$ cat config.mk
export PLATFORM = sky130hd
export DESIGN_NAME = cpnp_fifo
export DESIGN_NICKNAME = d
export VERILOG_FILES = /design/src/sv/cpnp_pkg.sv /design/src/sv/cpnp_fifo.sv
export VERILOG_INCLUDE_DIRS = /design/src /design/src/sv
export SDC_FILE = /design/constraint.sdc
export NUM_CORES = 1
export LEC_CHECK = 0
export BUFFER_PORTS_ARGS = -buffer_cell sky130_fd_sc_hd__buf_2
export CORE_UTILIZATION = 30
export DETAILED_ROUTE_END_ITERATION = 8
export GPL_TIMING_DRIVEN = 1
export PLACE_DENSITY = 0.6
export SLEW_MARGIN = 5
export SYNTH_ARGS = -nofsm -noshare
export SYNTH_HDL_FRONTEND = slang
export SYNTH_SLANG_ARGS = --single-unit
$ cat constraint.sdc
create_clock -name i_clk -period 8.52 [get_ports i_clk]
set_clock_uncertainty 0.15 [all_clocks]
set_input_delay 0.852 -clock i_clk [delete_from_list [all_inputs] [get_ports i_clk]]
set_output_delay 0.852 -clock i_clk [all_outputs]
set_load 0.02 [all_outputs]
$ cat src/sv/collision_pair_narrow_phase_core_macros.svh
// assertion macros for the narrow phase core
`ifndef COLLISION_PAIR_NARROW_PHASE_CORE_MACROS_SVH
`define COLLISION_PAIR_NARROW_PHASE_CORE_MACROS_SVH

// implication checked on every rising clock edge outside reset
`define CPNP_ASSERT_IMP(label, clk, rst_n, pre, post, msg) \
    label: assert property (@(posedge clk) disable iff (!rst_n) (pre) |-> (post)) \
        else $error(msg);

// next-cycle implication checked outside reset
`define CPNP_ASSERT_NEXT(label, clk, rst_n, pre, post, msg) \
    label: assert property (@(posedge clk) disable iff (!rst_n) (pre) |=> (post)) \
        else $error(msg);

`endif

$ cat src/sv/cpnp_pkg.sv
// ----------------------------------------------------------------------------
// cpnp_pkg
// shared types and constants of the sphere and box narrow phase core
// ----------------------------------------------------------------------------
package cpnp_pkg;

    // fraction bits of positions, extents, depth and points
    localparam int FRAC_BITS = 16;
    localparam int NORM_ONE  = 16384;

    typedef enum logic [1:0] {
        KIND_SPH_SPH = 2'd0,
        KIND_BOX_BOX = 2'd1,
        KIND_BOX_SPH = 2'd2,
        KIND_SPH_BOX = 2'd3
    } t_kind;

    typedef struct packed {
        logic [1:0]         pair_kind;
        logic signed [31:0] offset_x;
        logic signed [31:0] offset_y;
        logic signed [31:0] offset_z;
        logic [30:0]        ext_a_x;
        logic [30:0]        ext_a_y;
        logic [30:0]        ext_a_z;
        logic [30:0]        ext_b_x;
        logic [30:0]        ext_b_y;
        logic [30:0]        ext_b_z;
    } t_pair;

    typedef struct packed {
        logic               hit;
        logic               swapped;
        logic signed [15:0] normal_x;
        logic signed [15:0] normal_y;
        logic signed [15:0] normal_z;
        logic [31:0]        depth;
        logic signed [31:0] point_a_x;
        logic signed [31:0] point_a_y;
        logic signed [31:0] point_a_z;
        logic signed [31:0] point_b_x;
        logic signed [31:0] point_b_y;
        logic signed [31:0] point_b_z;
    } t_contact;

    // classified work item handed from front to back
    typedef struct packed {
        logic [1:0]         mode;   // t_kind for sphere or box-box, 2 for box-sphere
        logic               swapped;
        logic               early_miss;
        logic signed [34:0] d_x;    // doubled units for box cases
        logic signed [34:0] d_y;
        logic signed [34:0] d_z;
        logic [31:0]        ra;     // first sphere radius or box-sphere radius
        logic [31:0]        r_b;    // second sphere radius
        logic [31:0]        s_x;    // box-box size sums
        logic [31:0]        s_y;
        logic [31:0]        s_z;
    } t_work;

endpackage

$ cat src/sv/cpnp_fifo.sv
// ----------------------------------------------------------------------------
// cpnp_fifo
// two-entry queue between classification and the arithmetic pipe
// ----------------------------------------------------------------------------
module cpnp_fifo (
    input  logic            i_clk,
    input  logic            i_rst_n,
    input  cpnp_pkg::t_work i_work,
    input  logic            i_valid,
    output logic            o_ready,
    output cpnp_pkg::t_work o_work,
    output logic            o_valid,
    input  logic            i_ready
);
    cpnp_pkg::t_work r_mem [2];
    logic            r_wp;
    logic            r_rp;
    logic [1:0]      r_cnt;
    logic            w_push;
    logic            w_pop;

    assign o_ready = (r_cnt != 2'd2);
    assign o_valid = (r_cnt != 2'd0);
    assign o_work  = r_mem[r_rp];
    assign w_push  = i_valid && o_ready;
    assign w_pop   = o_valid && i_ready;

    always_ff @(posedge i_clk) begin
        if (!i_rst_n) begin
            r_wp  <= 1'b0;
            r_rp  <= 1'b0;
            r_cnt <= 2'd0;
        end else begin
            if (w_push) r_wp <= !r_wp;
            if (w_pop) r_rp <= !r_rp;
            r_cnt <= r_cnt + 2'(w_push) - 2'(w_pop);
        end
        if (w_push) r_mem[r_wp] <= i_work;
    end

    `include "collision_pair_narrow_phase_core_macros.svh"
    `CPNP_ASSERT_IMP(a_cnt_range, i_clk, i_rst_n, 1'b1, r_cnt != 2'd3, "fifo count overflow")
    `CPNP_ASSERT_NEXT(a_cnt_inc, i_clk, i_rst_n, w_push && !w_pop && r_cnt == 2'd0, r_cnt == 2'd1, "fifo count lost a push")
    `CPNP_ASSERT_IMP(a_ptr_sync, i_clk, i_rst_n, r_cnt == 2'd0 || r_cnt == 2'd2, r_wp == r_rp, "fifo pointers out of step")
endmodule

==> flow_summary.json <==
{
  "drcViolationCount": 0,
  "finalSetupViolCount": 0,
  "placeableCoreArea_mm2": 0.0674,
  "dp.final_hpwl_mm": 29.1,
  "crit_path_end_kind": "output pin",
  "max_stage_delay_ns": 0.87,
  "ys_seq_area_share_pct": 79.3,
  "die_h_um": 263,
  "i_o_pin_total": 544,
  "synthesis.yosys.warnings": 0,
  "worst_hold_path.num_cells": 1,
  "maxCapViolCount": 0,
  "worstPathCellList": "buf_12, mux2_4, buf_2",
  "postSynthRegisterBits": 543,
  "fill_cells": 6243,
  "yosys-mux-area-fraction_pct": 18.4,
  "final_design_area_no_fill_mm2": 0.0259,
  "global_route.usage.total_pct": 12.0,
  "yosys.area_share.simple_pct": 0.427,
  "clkSinkCount": 543,
  "syn_to_final_growth_pct": 26.3,
  "cts_buffer_depth": 3,
  "chipWidth_um": 263,
  "rsz0062_at_grt": "false",
  "yosys.cell_types.count": 25,
  "status": "completed",
  "tritoncts": "built",
  "synth_compound_area_share_pct": 0.214,
  "synth_top_family_by_area": "multiplexers",
  "seq_area_mm2": 0.0163,
  "fmax_mhz": 254,
  "drt.antenna.violating_nets": 0,
  "placer_congestion": 0.764,
  "layout_min_cycle_time_ns": 3.94,
  "timing.slew.headroom_pct": 24.7,
  "nNetsFinal": 1721,
  "die_area_mm2": 0.0694,
  "syn_area_per_cell_um2": 23.6,
  "buffers_inserted_during_post_cts_setup_optimization": 0,
  "detailedRoute.firstIterationViolations": 587,
  "critPathTopFamily": "flip-flops",
  "worst_path_max_delay_cell": "sky130_fd_sc_hd__dfxtp_4",
  "syn-cell-area_mm2": 0.0205,
  "first_pass_grt_wire_length_mm": 64.3,
  "synthAdderAreaFrac_pct": 0.0610,
  "busiest_layer": "met2",
  "cts_hold_buf": 0,
  "worst_skew_pair.late_latency_ns": 0.60,
  "rr_worst_depth": 4,
  "final_max_slew_viol_count": 0,
  "post_synth_main_area_contributors": "sky130_fd_sc_hd__edfxtp_1 79%, sky130_fd_sc_hd__mux2_4 15%, sky130_fd_sc_hd__mux2_2 3.8%",
  "cell_area_after_placement_mm2": 0.0241,
  "fin_setup_tns_ns": 0,
  "syn-instance-count": 867,
  "post_cts.resized_instances": 0,
  "dr.pass1.iters": 4,
  "gr-usage-met2_pct": 20.8,
  "routed_wl_mm": 43.3,
  "grt_max_degree": 130,
  "required_time_at_the_worst_slack_endpoint_ns": 7.52,
  "start_util_pct": 30.4,
  "gr-usage-met3_pct": 4.75,
  "synth_xor_area_share_pct": 0.0427,
  "cts_htree_levels": 2,
  "hold_class": "in2reg",
  "io_buffers": 543,
  "worstSetupPathDepth": 3,
  "cp-start-kind": "flop",
  "gr-usage-met1_pct": 13.3,
  "detail_route.wl_per_cell_um": 18.3,
  "syn-num-nets": 1141,
  "grt_remaining_overflow": 0,
  "criticalPathCategory": "reg2out",
  "vdd_ir_drop_max_v": 0.000208,
  "detailroute.via_count": 10100,
  "static-leakage-power_nw": 9.87,
  "synth_top_cell_by_area": "sky130_fd_sc_hd__edfxtp_1",
  "antenna_found_initial": 7,
  "fin_crit_sh_pct": 46.2,
  "pwr_dens_mw_per_mm2": 288,
  "tightest_slew_ns": 1.13,
  "critical_path_peak_fanout": 119,
  "drive_gt1_share_pct": 60.3,
  "critical_path_buf_inv_count": 2,
  "post_drt_via_cell_ratio": 4.28,
  "std_cell_rows": 95,
  "timing.critical_path.arrival_ns": 2.93,
  "clk_root_buffer_cell": "sky130_fd_sc_hd__clkbuf_16",
  "cts_inserted_buffers": 58,
  "number_of_global_route_vias_before_repair": 10900,
  "yosys.area.top_type_share_pct": 78.8,
  "clk_transition_reported_paths_ns": 0.06,
  "multiInputGateArea_mm2": 0.00394,
  "finalHoldViolCount": 0
}
## final cells by class
cell class	count	share of cell area, %
inverters	2	0.0580
flip-flops and latches	543	62.8
clock buffers	69	5.85
well taps	873	4.22
repair buffers	550	10.9
clock inverters	31	0.942
diodes	4	0.0387
multi-input cells	292	15.2
## synth_stat cells
cell	instances
sky130_fd_sc_hd__edfxtp_1	538
sky130_fd_sc_hd__mux2_4	200
sky130_fd_sc_hd__mux2_2	69
sky130_fd_sc_hd__buf_6	25
sky130_fd_sc_hd__buf_2	5
sky130_fd_sc_hd__dfxtp_1	5
sky130_fd_sc_hd__nor2_1	4
sky130_fd_sc_hd__and3_1	2
sky130_fd_sc_hd__inv_1	2
sky130_fd_sc_hd__o21ai_0	2
sky130_fd_sc_hd__a21bo_2	1
sky130_fd_sc_hd__a21oi_1	1
sky130_fd_sc_hd__and2_1	1
sky130_fd_sc_hd__and2b_1	1
sky130_fd_sc_hd__ha_1	1
sky130_fd_sc_hd__nand2b_1	1
sky130_fd_sc_hd__nand3_1	1
sky130_fd_sc_hd__nand3b_1	1
sky130_fd_sc_hd__nor3_1	1
sky130_fd_sc_hd__nor4_1	1
sky130_fd_sc_hd__nor4bb_1	1
sky130_fd_sc_hd__o21ba_2	1
sky130_fd_sc_hd__o31a_1	1
sky130_fd_sc_hd__or2_2	1
sky130_fd_sc_hd__xor2_1	1
## flip-flops by register name, summed over array words and instances, names as in the netlist, named ones only
| register | flops |
|---|---|
| r_cnt | 2 |
| r_mem | 538 |
| r_rp | 1 |
| r_wp | 1 |
## cell families after synthesis
| group | count (synthesis) |
|---|---|
| flip-flops | 543 |
| multiplexers | 269 |
| buffers and inverters | 32 |
| AND/OR/NAND/NOR | 15 |
| AO/OA/AOI/OAI | 6 |
| XOR/XNOR | 1 |
| adder cells (fa/ha/maj) | 1 |
## metrics by stage
| step | total power [mW] | instances | util, % | hold WS, ns | setup slack (ns) |
|---|---|---|---|---|---|
| 6_report | 7.45 | 2364 | 38.4 | 0.287 | 4.58 |
| 5_1_grt | 7.74 | 2362 | 38.4 | 0.247 | 4.47 |
| 4_1_cts | 7.56 | 2360 | 38.4 | 0.230 | 4.52 |
| 3_5_place_dp | 5.19 | 2260 | 35.8 | 0.340 | 5.21 |
| 3_3_place_gp | 5.16 | 2260 | 35.8 | 0.334 | 5.25 |
| 2_1_floorplan | 4.73 | 867 | - | 0.322 | 0.677 |
## path summary, 6_finish.rpt
path         slack (ns)                       to           startpoint
max                4.58              o_work[190]                 flop
min                0.29    r_mem[0][8]$_DFFE_PP_            i_work[8]
max reg2reg        5.70  r_mem[0][234]$_DFFE_PP_  r_cnt[0]$_SDFF_PN0_
min reg2reg        0.36        r_rp$_SDFFE_PN0P_    r_rp$_SDFFE_PN0P_
## cells in the final DEF (no fill, tap or decap), drive strengths merged, types with 2 or more instances in the layout
master / n
buf: 550
edfxtp: 538
mux2: 269
clkbuf: 69
clkinv: 25
dfxtp: 5
diode: 4
nor2: 4
bufinv: 4
inv: 4
o21ai: 2
and3: 2
## per-layer routing
metal	wire length (µm)	share of wire [%]
met2	21400	49
met5	55	0.13
met1	16600	38
met4	1300	3.0
met3	3940	9.1
## power breakdown
group | leakage (nW) | total [mW] | switching, mW | internal [mW]
registers | 5.07 | 3.34 | 0.0935 | 3.25
clock network | 0.860 | 2.34 | 0.971 | 1.37
logic | 3.94 | 1.76 | 0.994 | 0.770
Note: power is estimated with default switching activity, not from simulation.
